==> src/sv/blm_pkg.sv <==
// ----------------------------------------------------------------------------
// blm_pkg: shared types and constants of the battery level monitor
// Ring geometry, level state codes, configuration register map and the
// structs passed between the monitor's modules.
// ----------------------------------------------------------------------------
package blm_pkg;

    // Ring geometry. The depth must be a power of two so that the rounded
    // average is a plain shift of the ring sum.
    localparam int RING_DEPTH    = 16;
    localparam int SAMPLE_BITS   = 10;
    localparam int RING_IDX_BITS = $clog2(RING_DEPTH);
    localparam int SUM_BITS      = SAMPLE_BITS + RING_IDX_BITS;

    // Battery level state codes.
    localparam logic [1:0] LVL_OK   = 2'd0;
    localparam logic [1:0] LVL_LOW  = 2'd1;
    localparam logic [1:0] LVL_CRIT = 2'd2;
    localparam logic [1:0] LVL_USB  = 2'd3;

    // Configuration register map.
    localparam int CFG_IDX_BITS = 3;
    localparam int CFG_DATA_BITS = 10;
    localparam logic [CFG_IDX_BITS-1:0] REG_LOW_LEVEL      = 3'd0;
    localparam logic [CFG_IDX_BITS-1:0] REG_CRITICAL_LEVEL = 3'd1;
    localparam logic [CFG_IDX_BITS-1:0] REG_HYSTERESIS     = 3'd2;
    localparam logic [CFG_IDX_BITS-1:0] REG_DEBOUNCE       = 3'd3;
    localparam logic [CFG_IDX_BITS-1:0] REG_SHUTDOWN       = 3'd4;
    localparam logic [CFG_IDX_BITS-1:0] REG_LOW_WARN_EN    = 3'd5;
    localparam logic [CFG_IDX_BITS-1:0] REG_CRIT_WARN_EN   = 3'd6;

    typedef struct packed {
        logic [9:0] low_level;
        logic [9:0] critical_level;
        logic [9:0] hysteresis;
        logic [7:0] debounce_count;
        logic [7:0] shutdown_timeout;
        logic       low_warn_enable;
        logic       critical_warn_enable;
    } t_cfg;

    localparam t_cfg CFG_RESET = '{
        low_level:            10'd850,
        critical_level:       10'd800,
        hysteresis:           10'd10,
        debounce_count:       8'd3,
        shutdown_timeout:     8'd60,
        low_warn_enable:      1'b1,
        critical_warn_enable: 1'b1
    };

    // Per-cell control of the sample chain.
    typedef struct packed {
        logic load;   // take the load value (ring fill)
        logic step;   // take the neighbor's value
    } t_cell_ctl;

    // Control of the whole ring.
    typedef struct packed {
        logic fill;      // load every cell with the new sample
        logic shift_in;  // shift the new sample into the head cell
        logic rotate;    // rotate by one cell and accumulate the tail
    } t_ring_ctl;

    // One result item.
    typedef struct packed {
        logic [1:0]             battery_state;
        logic [SAMPLE_BITS-1:0] average;
        logic                   low_flag;
        logic                   critical_flag;
        logic                   low_warning;
        logic                   critical_warning;
        logic                   power_down;
    } t_result;

endpackage

==> src/sv/battery_level_monitor.sv <==
// ----------------------------------------------------------------------------
// battery_level_monitor: battery level supervisor with shutdown countdown
// Averages a ring of battery samples and tracks an ok / low / critical /
// USB-powered state with debounce, hysteresis and a power-down timer.
// ----------------------------------------------------------------------------
// Usage:
// Each input transfer (i_valid and o_ready high) is one periodic tick carrying
// a converter sample and the USB-power flag. Each tick yields exactly one
// result transfer (o_valid and i_ready high) with the new state, average,
// flags and the one-tick warning and power-down pulses.
// The sample enters the head of a chain of RING_DEPTH cells. The chain then
// rotates once around, one cell per cycle, while the tail value is added into
// an accumulator. A new tick is taken as soon as the previous one has handed
// its result to the output register, even while that result still waits.
// If the receiver stalls, the finished result is held in the update step and
// no further tick is taken until the output register frees up.
// While the stored average is zero (as after reset) the whole chain is loaded
// with the current sample instead. Reset restores the register defaults and
// clears the level state, counters, countdown and stored average; the sample
// chain needs no clearing pass since the first tick fills it.
// Configuration writes take effect at once and belong to idle periods.
// ----------------------------------------------------------------------------
module battery_level_monitor (
    input  logic                                i_clk,
    input  logic                                i_rst_n,
    // configuration write port
    input  logic                                i_cfg_we,
    input  logic [blm_pkg::CFG_IDX_BITS-1:0]    i_cfg_idx,
    input  logic [blm_pkg::CFG_DATA_BITS-1:0]   i_cfg_data,
    // tick input
    input  logic                                i_valid,
    output logic                                o_ready,
    input  logic [blm_pkg::SAMPLE_BITS-1:0]     i_sample,
    input  logic                                i_usb_powered,
    // result output
    output logic                                o_valid,
    input  logic                                i_ready,
    output logic [1:0]                          o_battery_state,
    output logic [blm_pkg::SAMPLE_BITS-1:0]     o_average,
    output logic                                o_low_flag,
    output logic                                o_critical_flag,
    output logic                                o_low_warning,
    output logic                                o_critical_warning,
    output logic                                o_power_down
);

    // Sequencer states.
    localparam logic [1:0] SEQ_IDLE   = 2'd0;
    localparam logic [1:0] SEQ_SUM    = 2'd1;
    localparam logic [1:0] SEQ_UPDATE = 2'd2;

    localparam logic [blm_pkg::RING_IDX_BITS-1:0] LAST_CELL =
        blm_pkg::RING_IDX_BITS'(blm_pkg::RING_DEPTH - 1);

    logic [1:0]                         r_seq;
    logic [1:0]                         n_seq;
    logic [blm_pkg::RING_IDX_BITS-1:0]  r_cnt;
    logic                               r_usb;
    blm_pkg::t_cfg                      r_cfg;
    blm_pkg::t_result                   r_out;
    logic                               r_out_valid;

    logic                               w_accept;
    logic                               w_out_free;
    logic                               w_update;
    logic                               w_avg_zero;
    blm_pkg::t_ring_ctl                 w_ring_ctl;
    logic [blm_pkg::SUM_BITS-1:0]       w_sum;
    blm_pkg::t_result                   w_result;

    assign o_ready    = (r_seq == SEQ_IDLE);
    assign w_accept   = i_valid && o_ready;
    assign w_out_free = !r_out_valid || i_ready;
    assign w_update   = (r_seq == SEQ_UPDATE) && w_out_free;

    // Configuration registers; data is truncated to each register's width.
    always_ff @(posedge i_clk) begin
        if (!i_rst_n) begin
            r_cfg <= blm_pkg::CFG_RESET;
        end else if (i_cfg_we) begin
            case (i_cfg_idx)
                blm_pkg::REG_LOW_LEVEL:      r_cfg.low_level <= i_cfg_data;
                blm_pkg::REG_CRITICAL_LEVEL: r_cfg.critical_level <= i_cfg_data;
                blm_pkg::REG_HYSTERESIS:     r_cfg.hysteresis <= i_cfg_data;
                blm_pkg::REG_DEBOUNCE:       r_cfg.debounce_count <= i_cfg_data[7:0];
                blm_pkg::REG_SHUTDOWN:       r_cfg.shutdown_timeout <= i_cfg_data[7:0];
                blm_pkg::REG_LOW_WARN_EN:    r_cfg.low_warn_enable <= i_cfg_data[0];
                blm_pkg::REG_CRIT_WARN_EN:   r_cfg.critical_warn_enable <= i_cfg_data[0];
                default: begin
                end
            endcase
        end
    end

    // The transfer cycle inserts the sample; the sum phase rotates the chain.
    assign w_ring_ctl.fill     = w_accept && w_avg_zero;
    assign w_ring_ctl.shift_in = w_accept && !w_avg_zero;
    assign w_ring_ctl.rotate   = (r_seq == SEQ_SUM);

    always_comb begin
        n_seq = r_seq;
        case (r_seq)
            SEQ_IDLE: begin
                if (w_accept) begin
                    n_seq = SEQ_SUM;
                end
            end
            SEQ_SUM: begin
                if (r_cnt == LAST_CELL) begin
                    n_seq = SEQ_UPDATE;
                end
            end
            SEQ_UPDATE: begin
                if (w_out_free) begin
                    n_seq = SEQ_IDLE;
                end
            end
            default: begin
                n_seq = SEQ_IDLE;
            end
        endcase
    end

    always_ff @(posedge i_clk) begin
        if (!i_rst_n) begin
            r_seq <= SEQ_IDLE;
            r_cnt <= '0;
        end else begin
            r_seq <= n_seq;
            if (r_seq == SEQ_SUM) begin
                r_cnt <= r_cnt + 1'b1;
            end else begin
                r_cnt <= '0;
            end
        end
    end

    always_ff @(posedge i_clk) begin
        if (w_accept) begin
            r_usb <= i_usb_powered;
        end
    end

    blm_ring u_ring (
        .i_clk    (i_clk),
        .i_ctl    (w_ring_ctl),
        .i_sample (i_sample),
        .o_sum    (w_sum)
    );

    blm_level u_level (
        .i_clk      (i_clk),
        .i_rst_n    (i_rst_n),
        .i_cfg      (r_cfg),
        .i_update   (w_update),
        .i_sum      (w_sum),
        .i_usb      (r_usb),
        .o_avg_zero (w_avg_zero),
        .o_result   (w_result)
    );

    // Output register.
    always_ff @(posedge i_clk) begin
        if (!i_rst_n) begin
            r_out_valid <= 1'b0;
        end else if (w_update) begin
            r_out_valid <= 1'b1;
        end else if (i_ready) begin
            r_out_valid <= 1'b0;
        end
    end

    always_ff @(posedge i_clk) begin
        if (w_update) begin
            r_out <= w_result;
        end
    end

    assign o_valid            = r_out_valid;
    assign o_battery_state    = r_out.battery_state;
    assign o_average          = r_out.average;
    assign o_low_flag         = r_out.low_flag;
    assign o_critical_flag    = r_out.critical_flag;
    assign o_low_warning      = r_out.low_warning;
    assign o_critical_warning = r_out.critical_warning;
    assign o_power_down       = r_out.power_down;

endmodule

==> src/sv/blm_cell.sv <==
// ----------------------------------------------------------------------------
// blm_cell: one storage cell of the sample chain
// Holds one sample and takes either the fill value or its neighbor's value.
// ----------------------------------------------------------------------------
module blm_cell (
    input  logic                            i_clk,
    input  blm_pkg::t_cell_ctl              i_ctl,
    input  logic [blm_pkg::SAMPLE_BITS-1:0] i_load_val,
    input  logic [blm_pkg::SAMPLE_BITS-1:0] i_prev,
    output logic [blm_pkg::SAMPLE_BITS-1:0] o_val
);

    logic [blm_pkg::SAMPLE_BITS-1:0] r_val;

    always_ff @(posedge i_clk) begin
        if (i_ctl.load) begin
            r_val <= i_load_val;
        end else if (i_ctl.step) begin
            r_val <= i_prev;
        end
    end

    assign o_val = r_val;

endmodule

==> src/sv/blm_ring.sv <==
// ----------------------------------------------------------------------------
// blm_ring: sample chain with tail accumulator
// A row of cells that is filled or shifts new samples in and, while
// summing, rotates once around so every entry passes the tail adder exactly once.
// ----------------------------------------------------------------------------
module blm_ring (
    input  logic                            i_clk,
    input  blm_pkg::t_ring_ctl              i_ctl,
    input  logic [blm_pkg::SAMPLE_BITS-1:0] i_sample,
    output logic [blm_pkg::SUM_BITS-1:0]    o_sum
);

    logic [blm_pkg::SAMPLE_BITS-1:0] w_val [blm_pkg::RING_DEPTH];
    logic [blm_pkg::SAMPLE_BITS-1:0] w_head_in;
    blm_pkg::t_cell_ctl              w_cell_ctl;
    logic [blm_pkg::SUM_BITS-1:0]    r_acc;

    assign w_cell_ctl.load = i_ctl.fill;
    assign w_cell_ctl.step = i_ctl.shift_in | i_ctl.rotate;

    // The head cell closes the loop while rotating.
    assign w_head_in = i_ctl.rotate ? w_val[blm_pkg::RING_DEPTH-1] : i_sample;

    for (genvar g = 0; g < blm_pkg::RING_DEPTH; g++) begin : g_cell
        if (g == 0) begin : g_head
            blm_cell u_cell (
                .i_clk      (i_clk),
                .i_ctl      (w_cell_ctl),
                .i_load_val (i_sample),
                .i_prev     (w_head_in),
                .o_val      (w_val[g])
            );
        end else begin : g_body
            blm_cell u_cell (
                .i_clk      (i_clk),
                .i_ctl      (w_cell_ctl),
                .i_load_val (i_sample),
                .i_prev     (w_val[g-1]),
                .o_val      (w_val[g])
            );
        end
    end

    always_ff @(posedge i_clk) begin
        if (i_ctl.fill || i_ctl.shift_in) begin
            r_acc <= '0;
        end else if (i_ctl.rotate) begin
            r_acc <= r_acc + blm_pkg::SUM_BITS'(w_val[blm_pkg::RING_DEPTH-1]);
        end
    end

    assign o_sum = r_acc;

endmodule

==> src/sv/blm_level.sv <==
// ----------------------------------------------------------------------------
// blm_level: battery level state machine
// Rounds the ring sum to the average and updates the level state, the
// debounce counters and the shutdown countdown once per tick.
// ----------------------------------------------------------------------------
module blm_level (
    input  logic                         i_clk,
    input  logic                         i_rst_n,
    input  blm_pkg::t_cfg                i_cfg,
    input  logic                         i_update,
    input  logic [blm_pkg::SUM_BITS-1:0] i_sum,
    input  logic                         i_usb,
    output logic                         o_avg_zero,
    output blm_pkg::t_result             o_result
);

    localparam int RSUM_BITS = blm_pkg::SUM_BITS + 1;

    logic [blm_pkg::SAMPLE_BITS-1:0] r_average;
    logic [1:0]                      r_level;
    logic [7:0]                      r_low_hits;
    logic [7:0]                      r_crit_hits;
    logic [7:0]                      r_countdown;

    logic [RSUM_BITS-1:0]            w_rsum;
    logic [blm_pkg::SAMPLE_BITS-1:0] w_avg;
    logic [10:0]                     w_ok_bound;

    logic [1:0] n_level;
    logic [7:0] n_low_hits;
    logic [7:0] n_crit_hits;
    logic [7:0] n_countdown;
    logic       n_low_warn;
    logic       n_crit_warn;
    logic       n_power_down;

    // Half rounds up.
    assign w_rsum = RSUM_BITS'(i_sum) + RSUM_BITS'(blm_pkg::RING_DEPTH / 2);
    assign w_avg  = w_rsum[blm_pkg::RING_IDX_BITS +: blm_pkg::SAMPLE_BITS];
    assign w_ok_bound = {1'b0, i_cfg.low_level} + {1'b0, i_cfg.hysteresis};

    always_comb begin
        n_level      = r_level;
        n_low_hits   = r_low_hits;
        n_crit_hits  = r_crit_hits;
        n_countdown  = r_countdown;
        n_low_warn   = 1'b0;
        n_crit_warn  = 1'b0;
        n_power_down = 1'b0;

        case (r_level)
            blm_pkg::LVL_OK, blm_pkg::LVL_LOW: begin
                if (i_usb) begin
                    n_level = blm_pkg::LVL_USB;
                end else if (w_avg <= i_cfg.critical_level) begin
                    n_crit_hits = r_crit_hits + 8'd1;
                    if (n_crit_hits >= i_cfg.debounce_count) begin
                        n_level     = blm_pkg::LVL_CRIT;
                        n_crit_warn = i_cfg.critical_warn_enable;
                        if (r_countdown == 8'd0) begin
                            n_countdown = i_cfg.shutdown_timeout;
                        end
                    end
                end else if (r_level == blm_pkg::LVL_OK) begin
                    if (w_avg <= i_cfg.low_level) begin
                        n_crit_hits = 8'd0;
                        n_low_hits  = r_low_hits + 8'd1;
                        if (n_low_hits >= i_cfg.debounce_count) begin
                            n_level     = blm_pkg::LVL_LOW;
                            n_low_warn  = i_cfg.low_warn_enable;
                            n_countdown = 8'd0;
                        end
                    end else begin
                        n_low_hits  = 8'd0;
                        n_crit_hits = 8'd0;
                    end
                end else if ({1'b0, w_avg} >= w_ok_bound) begin
                    n_level     = blm_pkg::LVL_OK;
                    n_low_hits  = 8'd0;
                    n_crit_hits = 8'd0;
                    n_countdown = 8'd0;
                end else begin
                    n_crit_hits = 8'd0;
                end
            end
            blm_pkg::LVL_CRIT: begin
                if (i_usb) begin
                    n_level     = blm_pkg::LVL_USB;
                    n_countdown = 8'd0;
                end
            end
            default: begin
                if (!i_usb) begin
                    n_level     = blm_pkg::LVL_OK;
                    n_low_hits  = 8'd0;
                    n_crit_hits = 8'd0;
                end
            end
        endcase

        // The countdown runs after the state update.
        if (n_countdown != 8'd0) begin
            n_countdown  = n_countdown - 8'd1;
            n_power_down = (n_countdown == 8'd0);
        end
    end

    always_ff @(posedge i_clk) begin
        if (!i_rst_n) begin
            r_average   <= '0;
            r_level     <= blm_pkg::LVL_OK;
            r_low_hits  <= '0;
            r_crit_hits <= '0;
            r_countdown <= '0;
        end else if (i_update) begin
            r_average   <= w_avg;
            r_level     <= n_level;
            r_low_hits  <= n_low_hits;
            r_crit_hits <= n_crit_hits;
            r_countdown <= n_countdown;
        end
    end

    assign o_avg_zero = (r_average == '0);

    always_comb begin
        o_result.battery_state    = n_level;
        o_result.average          = w_avg;
        o_result.low_flag         = (n_level == blm_pkg::LVL_LOW) ||
                                    (n_level == blm_pkg::LVL_CRIT);
        o_result.critical_flag    = (n_level == blm_pkg::LVL_CRIT);
        o_result.low_warning      = n_low_warn;
        o_result.critical_warning = n_crit_warn;
        o_result.power_down       = n_power_down;
    end

endmodule

==> config.mk <==
export PLATFORM = sky130hd
export DESIGN_NAME = battery_level_monitor
export DESIGN_NICKNAME = d
export VERILOG_FILES = /design/src/sv/blm_pkg.sv /design/src/sv/battery_level_monitor.sv /design/src/sv/blm_cell.sv /design/src/sv/blm_ring.sv /design/src/sv/blm_level.sv
export SDC_FILE = /design/constraint.sdc
export NUM_CORES = 1
export LEC_CHECK = 0
export BUFFER_PORTS_ARGS = -buffer_cell sky130_fd_sc_hd__buf_2
export CORE_UTILIZATION = 60
export CTS_BUF_LIST = sky130_fd_sc_hd__clkbuf_8
export DETAILED_ROUTE_END_ITERATION = 8
export HOLD_SLACK_MARGIN = 0.06
export PLACE_DENSITY = 0.78
export SLEW_MARGIN = 40
export SYNTH_ARGS = -nofsm -noshare
export SYNTH_HDL_FRONTEND = slang
export SYNTH_SLANG_ARGS = --single-unit
==> constraint.sdc <==
create_clock -name i_clk -period 6.5 [get_ports i_clk]
set_clock_uncertainty 0.1 [all_clocks]
set_input_delay 0.65 -clock i_clk [delete_from_list [all_inputs] [get_ports i_clk]]
set_output_delay 0.65 -clock i_clk [all_outputs]
set_load 0.005 [all_outputs]
Word-level counts from Yosys, hierarchy flattened
Index checks and enable logic that the tools add are counted.
{ "classes": {"addsub": 7, "n_reduce_logical": 32, "mul": 0, "muxes": 70, "bitwise_logic": 9, "div_mod_pow": 0, "n_shift": 0, "eq_ne": 18, "magnitude_cmp": 5} }
{ "op_table": {"columns": ["op", "count"], "rows": [
  ["10-bit two-way mux", 33],
  ["8-bit two-way mux", 18],
  ["8-bit case mux with 2 select lines", 3],
  ["2-bit two-way mux", 12],
  ["10-bit less-or-equal comparator", 2],
  ["8-bit by 1-bit adder with 8-bit output (second input constant)", 2],
  ["8-bit >= comparator", 2],
  ["8-bit zero test", 2],
  ["2-bit AND reduction", 8],
  ["14-bit by 10-bit adder with 14-bit output", 1],
  ["14-bit by 4-bit adder with 14-bit output (second input constant)", 1],
  ["10-bit by 10-bit adder with 11-bit output", 1],
  ["10-bit by 11-bit >= comparator with 1-bit output", 1],
  ["10-bit zero test", 1],
  ["3-bit equality test (second input constant)", 3],
  ["1-bit NOT", 8],
  ["8-bit nonzero test", 1],
  ["8-bit by 1-bit subtractor with 8-bit output (second input constant)", 1],
  ["2-bit by 1-bit equality test with 1-bit output (second input constant)", 3],
  ["2-bit equality test (second input constant)", 3],
  ["3-bit by 2-bit equality test with 1-bit output (second input constant)", 2],
  ["2-bit inequality test (second input constant)", 3],
  ["2-bit case mux with 3 select lines", 1],
  ["3-bit AND reduction", 2],
  ["18 further kinds", 27]
]} }
{ "totals": {"inputBits": 29, "mem_bits_ro": 0, "out_inout_bits": 19, "n_memories": 0, "ramBits": 0, "word_cells": 181, "register_bits": 283, "latchBits": 0} }

Longest topological paths before layout
Gate-level depths: netlist of the first run.
{ "logic_depth": {"ltp_word": 10, "mapped_depth": 24, "mapped_depth_nobuf": 24} }

By module
From an unflattened synthesis of the first run, not the netlist that was laid out.
{ "unflattened": {"hier_cells": 1231, "hier_area_um2": 15257.1} }
{ "by_module_without_submodules": {"columns": ["module", "cells_per_inst", "area_per_inst_um2", "n_inst", "seq_area_each_um2"], "rows": [
  ["blm_cell", 22, 464.2, 16, 300.3],
  ["blm_level", 507, 3910.0, 1, 720.7],
  ["battery_level_monitor", 236, 2755.1, 1, 1641.6],
  ["blm_ring", 136, 1164.9, 1, 280.3]
]} }

Worst setup path after synthesis of the first run
Ideal clock, no wire load.
{ "synth_path": {"path_kind": "input to register", "from": "input i_valid", "to": "register u_ring.g_cell[0].g_head.u_cell.r_val (netlist bit u_ring.g_cell[0].g_head.u_cell.o_val[0]), enable pin", "stages": 4, "n_path_buf": 0, "setup_slack_ps": 1874, "arrival_ps": 4014, "t_required_ps": 5888, "setup_ps": 512, "cell_sequence": "nand2_1 > inv_1 > nor2_1 > inv_1"} }
{ "synth_between": {"elab_chain_cells": 4, "elab_cells_between_ends": 5, "cone_classes": "1 x bitwise; 4 x reduce/logical"} }
{ "synth_rtl": {"columns": ["element", "line_no", "text"], "rows": [
  ["start: declaration", "battery_level_monitor.sv:31", "input logic i_valid,"],
  ["1-bit logical AND (*)", "battery_level_monitor.sv:72", "assign w_accept = i_valid && o_ready;"],
  ["named net w_accept", "battery_level_monitor.sv:63", "logic w_accept;"],
  ["1-bit logical AND", "battery_level_monitor.sv:97", "assign w_ring_ctl.shift_in = w_accept && !w_avg_zero;"],
  ["1-bit bitwise OR", "blm_ring.sv:19", "assign w_cell_ctl.step = i_ctl.shift_in | i_ctl.rotate;"],
  ["2-bit nonzero test (no line) (*)", null, null],
  ["end signal: assignment", "blm_cell.sv:17", "r_val <= i_load_val;"],
  ["end signal: assignment", "blm_cell.sv:19", "r_val <= i_prev;"],
  ["end: declaration", "blm_cell.sv:13", "logic [blm_pkg::SAMPLE_BITS-1:0] r_val;"]
]} }
Mark *: on every way through the listed nets, which the timed path passes. The rest lies on a longest branch.
A chain may end at the register's enable or synchronous reset.

Final worst setup path of the first run
{ "layout_path": {"from": "register r_cfg[19] in the netlist's numbering", "to": "register r_out (netlist bit o_power_down), data pin"} }
{ "layout_between": {"elab_chain_cells": 9, "elab_cells_between_ends": 10, "cone_classes": "2 x add/sub; 1 x order compare; 5 x mux; 2 x reduce/logical"} }
{ "layout_rtl": {"columns": ["element", "line_no", "text"], "rows": [
  ["start: declaration", "battery_level_monitor.sv:59", "blm_pkg::t_cfg r_cfg;"],
  ["start signal: assignment", "battery_level_monitor.sv:79", "r_cfg <= blm_pkg::CFG_RESET;"],
  ["10-bit by 10-bit adder with 11-bit output (*)", "blm_level.sv:40", "assign w_ok_bound = {1'b0, i_cfg.low_level} + {1'b0, i_cfg.hysteresis};"],
  ["10-bit by 11-bit >= comparator with 1-bit output (*)", "blm_level.sv:77", "end else if ({1'b0, w_avg} >= w_ok_bound) begin"],
  ["8-bit two-way mux (*)", "blm_level.sv:77", null],
  ["8-bit two-way mux (*)", "blm_level.sv:64", "end else if (r_level == blm_pkg::LVL_OK) begin"],
  ["8-bit two-way mux (*)", "blm_level.sv:55", "end else if (w_avg <= i_cfg.critical_level) begin"],
  ["8-bit two-way mux (*)", "blm_level.sv:53", "if (i_usb) begin"],
  ["8-bit case mux with 2 select lines (*)", "blm_level.sv:51", "case (r_level)"],
  ["8-bit by 1-bit subtractor with 8-bit output", "blm_level.sv:103", "n_countdown = n_countdown - 8'd1;"],
  ["8-bit zero test", "blm_level.sv:104", "n_power_down = (n_countdown == 8'd0);"],
  ["end signal: assignment", "battery_level_monitor.sv:175", "r_out <= w_result;"],
  ["end: declaration", "battery_level_monitor.sv:60", "blm_pkg::t_result r_out;"]
]} }
Every way passes the cells marked *; elsewhere a longest branch is shown, timed or not.

==> results.py, run 1 <==
metrics = {
    "cts": {
        "cts_tree": "done",
        "ctsLongestPathBuffers": 3,
        "hold_buffers": 0,
        "path_clk_slew_ns": 0.06,
        "clock-sinks": 283,
        "cts_made_buffers": 47,
        "clk_latency_ns": 0.56,
        "ctsResizeCount": 0,
        "root_buffer": "clkbuf_8",
        "post-cts-setup-buffer-count": 0,
        "h-tree-depth": 2,
    },
    "cells_and_area": {
        "num_antenna_cells": 0,
        "fin_nets": 1390,
        "drive_above_1_share_pct": 11.1,
        "area.growth.synth_to_final_pct": 9.10,
    },
    "outcome": {
        "status": "completed",
    },
    "worst_setup_path": {
        "path_cells": "ha_1, a21o_1, a21oi_1, o21bai_1, a21oi_1, o21ai_0, a21oi_1, mux2i_1, a2111oi_0, ha_1, o21a_1, a21oi_1, or4_1, a31o_4, o2bb2ai_4, a21oi_1, inv_1, ha_1, inv_1, a21oi_1, a32oi_1, a221oi_2, and4bb_1",
        "slowest_delay_ns": 0.43,
        "critPathCaptureType": "flip-flop",
        "crit_top_cell": "a21oi_1",
        "crit_type": "flip-flop to flip-flop",
        "slowest_stage": "or4_1",
        "cp.arrival_ns": 5.59,
        "path_delay_family": "compound AO/OA/AOI/OAI gates",
        "worst_ep_required_time_ns": 6.83,
        "cp_max_fo": 11,
        "critical_path_buf_inv_count": 2,
        "start_kind": "flip-flop",
        "worst-r2r-setup-slack_ns": 1.24,
    },
    "synthesis": {
        "synth_seq_cells": 283,
        "synth-edff-count": 178,
        "synth-main-ff-cell": "edfxtp_1",
        "synth_area_per_cell_um2": 11.0,
        "netlist_instances": 1245,
        "synth_area_um2": 13700,
        "synth_cell_types": 79,
        "async_flop_share_pct": 0,
        "ys_warn_count": 0,
        "seq_area_frac_synth_pct": 54.4,
        "synth_fp_nets": 1349,
    },
    "drt": {
        "post_drt_wl_per_cell_um": 17.2,
        "via_per_inst": 5.86,
        "vias": 9364,
        "postRouteAntennaNets": 0,
        "routed_wl_mm": 27.5,
        "drt_iter0_drc": 630,
        "route.detailed.drc": 0,
        "first_pass_iters": 5,
    },
    "global_routing": {
        "grt_pass1_vias": 9139,
        "grt_max_degree": 161,
        "antenna_found_initial": 0,
        "grt-ovfl-total": 0,
        "grt_pass1_wl_mm": 45.2,
        "grt_usage_pct": 23.8,
    },
    "floorplan": {
        "start_util_pct": 62.0,
        "die_y_um": 153,
        "die_x_um": 153,
        "coreArea_um2": 22100,
        "dieArea_um2": 23400,
        "row_count": 54,
        "io_pins": 48,
    },
    "timing": {
        "maxSlewViolCount": 0,
        "hold_viol": 0,
        "fmax_mhz": 190,
        "slew_headroom_pct": 44.6,
        "fin_crit_ns": 5.26,
        "tns_ns": 0,
        "rsz0062_at_grt": "false",
        "timing.final.crit_share_pct": 81.0,
        "finalSetupViolations": 0,
        "hold_slack_ns": 0.187,
        "worst_slew_pin_slew_ns": 0.825,
        "setup_slack_ns": 1.24,
    },
    "placed_design": {
        "place_hpwl_mm": 17.7,
        "globalplace.congestion": 0.890,
        "post-place-ws_ns": 1.33,
        "numPortBuffers": 47,
    },
    "power": {
        "p_leak_nw": 6.55,
        "power.total_mw": 4.41,
        "peakVddDrop_v": 0.000198,
        "power_density_nw_per_um2": 295,
    },
    "run": {
        "max-cap-violations": 0,
    },
    "worst_hold_path": {
        "worstHoldPathType": "input pin to flip-flop",
    },
}
==> state kept, by name, summed over array words and instances, names as in the netlist, 2 cells and up <==
name                               cells
u_ring.g_cell.g_body.u_cell.o_val    150
r_cfg                                 48
u_ring.o_sum                          14
o_average                             10
u_level.r_average                     10
u_ring.g_cell.g_head.u_cell.o_val     10
u_level.r_countdown                    8
u_level.r_crit_hits                    8
u_level.r_low_hits                     8
r_cnt                                  4
o_battery_state                        2
r_seq                                  2
u_level.r_level                        2
==> cell usage after synthesis, types with 9 or more instances <==
cell type | number | share of area (%)
dfxtp_1 | 105 | 15
o21ai_0 | 38 | 1.4
xor2_1 | 20 | 1.3
and3_1 | 9 | 0.41
nor2b_1 | 11 | 0.50
ha_1 | 73 | 6.7
o211ai_1 | 13 | 0.71
a21oi_1 | 33 | 1.2
nand4_1 | 10 | 0.46
a21o_1 | 157 | 8.6
o21a_1 | 9 | 0.49
nor3b_1 | 12 | 0.66
a21boi_0 | 36 | 2.0
nand2_1 | 142 | 3.9
clkbuf_1 | 52 | 1.4
nor2_1 | 74 | 2.0
o31ai_1 | 9 | 0.49
xnor2_1 | 29 | 1.9
inv_1 | 62 | 1.7
nand3_1 | 39 | 1.4
edfxtp_1 | 178 | 39
==> routing by layer <==
layer / up-vias / wire length [um] / GRT usage (%)
li1: 4583 / - / -
met1: 4499 / 13100 / 34.0
met3: 41 / 1550 / 4.48
met5: - / 0 / 0
met2: 241 / 12400 / 37.2
met4: 0 / 490 / 6.78
==> cell usage in the layout, fill, tap and decap left out, types with 13 or more instances in the layout <==
cell	n
xor2_1	20
nor2_1	64
a21o_1	157
a21boi_0	36
buf_2	47
nand2_1	142
inv_1	78
nand3_1	39
a21oi_1	33
o21ai_0	38
edfxtp_1	178
clkbuf_8	51
xnor2_1	29
o211ai_1	13
dfxtp_1	105
ha_1	73
==> final timing paths <==
check	start	endpoint	cells after the start
min	i_usb_powered	r_usb	1
max	r_cfg[19]	o_power_down	23
min reg2reg	r_cnt[0]	r_cnt[0]	1
max reg2reg	r_cfg[19]	o_power_down	23
==> report_power, final <==
| group | internal, mW | total [mW] | leakage, nW | switching [mW] |
|---|---|---|---|---|
| combinational | 0.293 | 0.703 | 3.43 | 0.409 |
| sequential | 2.15 | 2.24 | 2.61 | 0.0932 |
| clock | 0.760 | 1.46 | 0.507 | 0.702 |
==> area by class of cell <==
cell class,instances,area [um^2]
Fill cell,1645,7160
Multi-Input combinational cell,835,5720
Timing Repair Buffer,55,308
Clock buffer,51,702
Clock inverter,31,159
Tap cell,280,350
Inverter,64,248
Sequential cell,283,7450
==> cells by family after synthesis <==
| logic type | after synthesis | share of synthesized area, % |
|---|---|---|
| AOI/OAI and AO/OA | 356 | 18.9 |
| and+or+nand+nor | 350 | 12.2 |
| DFF | 283 | 54.4 |
| buffers and inverters | 127 | 4.00 |
| adders and majority gates | 75 | 6.96 |
| xor gates and xnor gates | 49 | 3.13 |
| muxes | 5 | 0.366 |
==> stage by stage <==
step	utilization [%]	cell area, um^2	instances
6_report	67.6	14900	1599
5_1_grt	67.6	14900	1599
4_1_cts	67.6	14900	1599
3_5_place_dp	63.7	14100	1517
3_3_place_gp	63.6	14000	1517
2_1_floorplan	-	13700	1245
No activity file was read; power rests on OpenSTA's default activity.
==> run 2: changes to the inputs <==
- clock period: 6.5 -> 5.3 ns (I/O delays scaled with it)
==> run 2 against run 1 <==
Net effect: worst setup slack got worse by 0.88 ns; global-route usage about the same; via count increased by 0.32%; flip-flop and latch count unchanged; total power increased by 28%; highest routed layer unchanged.
==> results.py, run 2 (synthesized netlist as in run 1, its figures left out) <==
metrics = {
    "power": {
        "peakVddDrop_v": 0.000305,
        "power_density_nw_per_um2": 371,
        "p_leak_nw": 6.66,
    },
    "cts": {
        "cts_made_buffers": 47,
        "path_clk_slew_ns": 0.07,
        "cts_tree": "done",
        "root_buffer": "clkbuf_8",
        "ctsLongestPathBuffers": 3,
        "clk_latency_ns": 0.57,
        "clock-sinks": 283,
        "h-tree-depth": 2,
    },
    "worst_hold_path": {
        "worstHoldPathType": "input pin to flip-flop",
    },
    "worst_setup_path": {
        "worst_ep_required_time_ns": 5.52,
        "slowest_stage": "a2111oi_1",
        "cp_max_fo": 6,
        "path_delay_family": "compound AO/OA/AOI/OAI gates",
        "critPathCaptureType": "flip-flop",
        "critical_path_buf_inv_count": 2,
        "crit_type": "flip-flop to flip-flop",
        "cp.arrival_ns": 5.15,
        "path_cells": "ha_1, a21o_1, a21oi_2, o21bai_1, a21oi_1, o21ai_0, a21oi_2, mux2i_1, a2111oi_1, ha_1, a2111oi_1, a31o_4, o2bb2ai_4, a21oi_1, inv_1, ha_1, inv_1, a21oi_1, a32oi_1, a221oi_2, and4bb_1",
        "slowest_delay_ns": 0.47,
        "start_kind": "flip-flop",
    },
    "timing": {
        "rsz0062_at_grt": "false",
        "timing.final.crit_share_pct": 93.2,
        "hold_viol": 0,
        "slew_headroom_pct": 46.7,
        "fmax_mhz": 202,
        "tns_ns": 0,
        "finalSetupViolations": 0,
        "fin_crit_ns": 4.94,
        "setup_slack_ns": 0.360,
        "maxSlewViolCount": 0,
        "worst_slew_pin_slew_ns": 0.798,
    },
    "drt": {
        "vias": 9394,
        "postRouteAntennaNets": 0,
        "first_pass_iters": 4,
        "post_drt_wl_per_cell_um": 16.9,
        "routed_wl_mm": 27.3,
        "drt_iter0_drc": 694,
        "route.detailed.drc": 0,
        "via_per_inst": 5.82,
    },
    "floorplan": {
        "dieArea_um2": 23400,
        "start_util_pct": 62.0,
        "die_y_um": 153,
        "row_count": 54,
        "die_x_um": 153,
        "coreArea_um2": 22100,
        "io_pins": 48,
    },
    "cells_and_area": {
        "drive_above_1_share_pct": 12.3,
        "largest_reg_flops": 150,
        "num_antenna_cells": 0,
        "final_common_cell": "edfxtp_1",
        "final_cell_mix": "edfxtp_1, a21o_1, nand2_1",
        "fin_area_um2": 15100,
        "area.growth.synth_to_final_pct": 10.6,
        "fin_nets": 1401,
    },
    "placed_design": {
        "globalplace.congestion": 0.899,
        "dpl_cell_area_um2": 14200,
        "place_hpwl_mm": 17.9,
        "post-place-ws_ns": 0.205,
        "numPortBuffers": 47,
    },
    "global_routing": {
        "antenna_found_initial": 0,
        "grt_usage_pct": 23.9,
        "grt_pass1_wl_mm": 45.3,
        "grt_pass1_vias": 9206,
        "grt_max_degree": 161,
        "grt-ovfl-total": 0,
    },
    "run": {
        "max-cap-violations": 0,
    },
    "outcome": {
        "status": "completed",
    },
}
[run 2: per-stage QoR]
step | power (mW) | cells | hold WS [ns] | utilization, %
final | 5.62 | 1615 | 0.174 | 68.6
after global routing | 5.89 | 1615 | 0.154 | 68.6
after CTS | 5.65 | 1615 | 0.141 | 68.5
after detailed placement | 3.67 | 1527 | 0.344 | 64.1
after global placement | 3.64 | 1527 | 0.334 | 63.9
after floorplan | 3.42 | 1245 | 0.318 | -
[run 2: area by class of cell]
class                           count  area, um^2
Clock buffer                       55         757
Sequential cell                   283        7450
Clock inverter                     32         219
Tap cell                          280         350
Timing Repair Buffer               66         393
Fill cell                        1675        6950
Inverter                           64         248
Multi-Input combinational cell    835        5730
[run 2: report_power, final]
part	switching, mW	internal, mW	total (mW)
Clock	0.886	1.10	1.98
Sequential	0.113	2.63	2.75
Combinational	0.514	0.377	0.891
Total	1.51	4.11	5.62
[run 2: repair_timing]
action,CTS,global route
buffers inserted,0,0
endpoints found under the hold margin,1,0
hold buffers,1,0
gates resized for setup,0,4
endpoints found under the setup margin,0,6
[run 2: tightest hold or removal path, cell delays in order]
cell      delay, ns
buf_2          0.13
nand2_1        0.06
a21boi_0       0.07
[run 2: worst paths after layout]
check	startpoint	cells after the start	slack (ns)	endpoint
worst max register to register	r_cfg[19]	21	0.36	o_power_down
worst min register to register	r_cnt[0]	1	0.36	r_cnt[0]
worst max-delay path	r_cfg[19]	21	0.36	o_power_down
worst min-delay path	i_cfg_data[8]	3	0.17	r_cfg[26]
[run 2: per-layer routing]
metal / GRT usage (%) / part of all wire, % / up-vias
li1: - / - / 4618
met1: 34.2 / 48 / 4509
met2: 36.7 / 45 / 215
met3: 3.86 / 4.8 / 52
met4: 8.51 / 2.2 / 0
met5: 0 / 0 / -
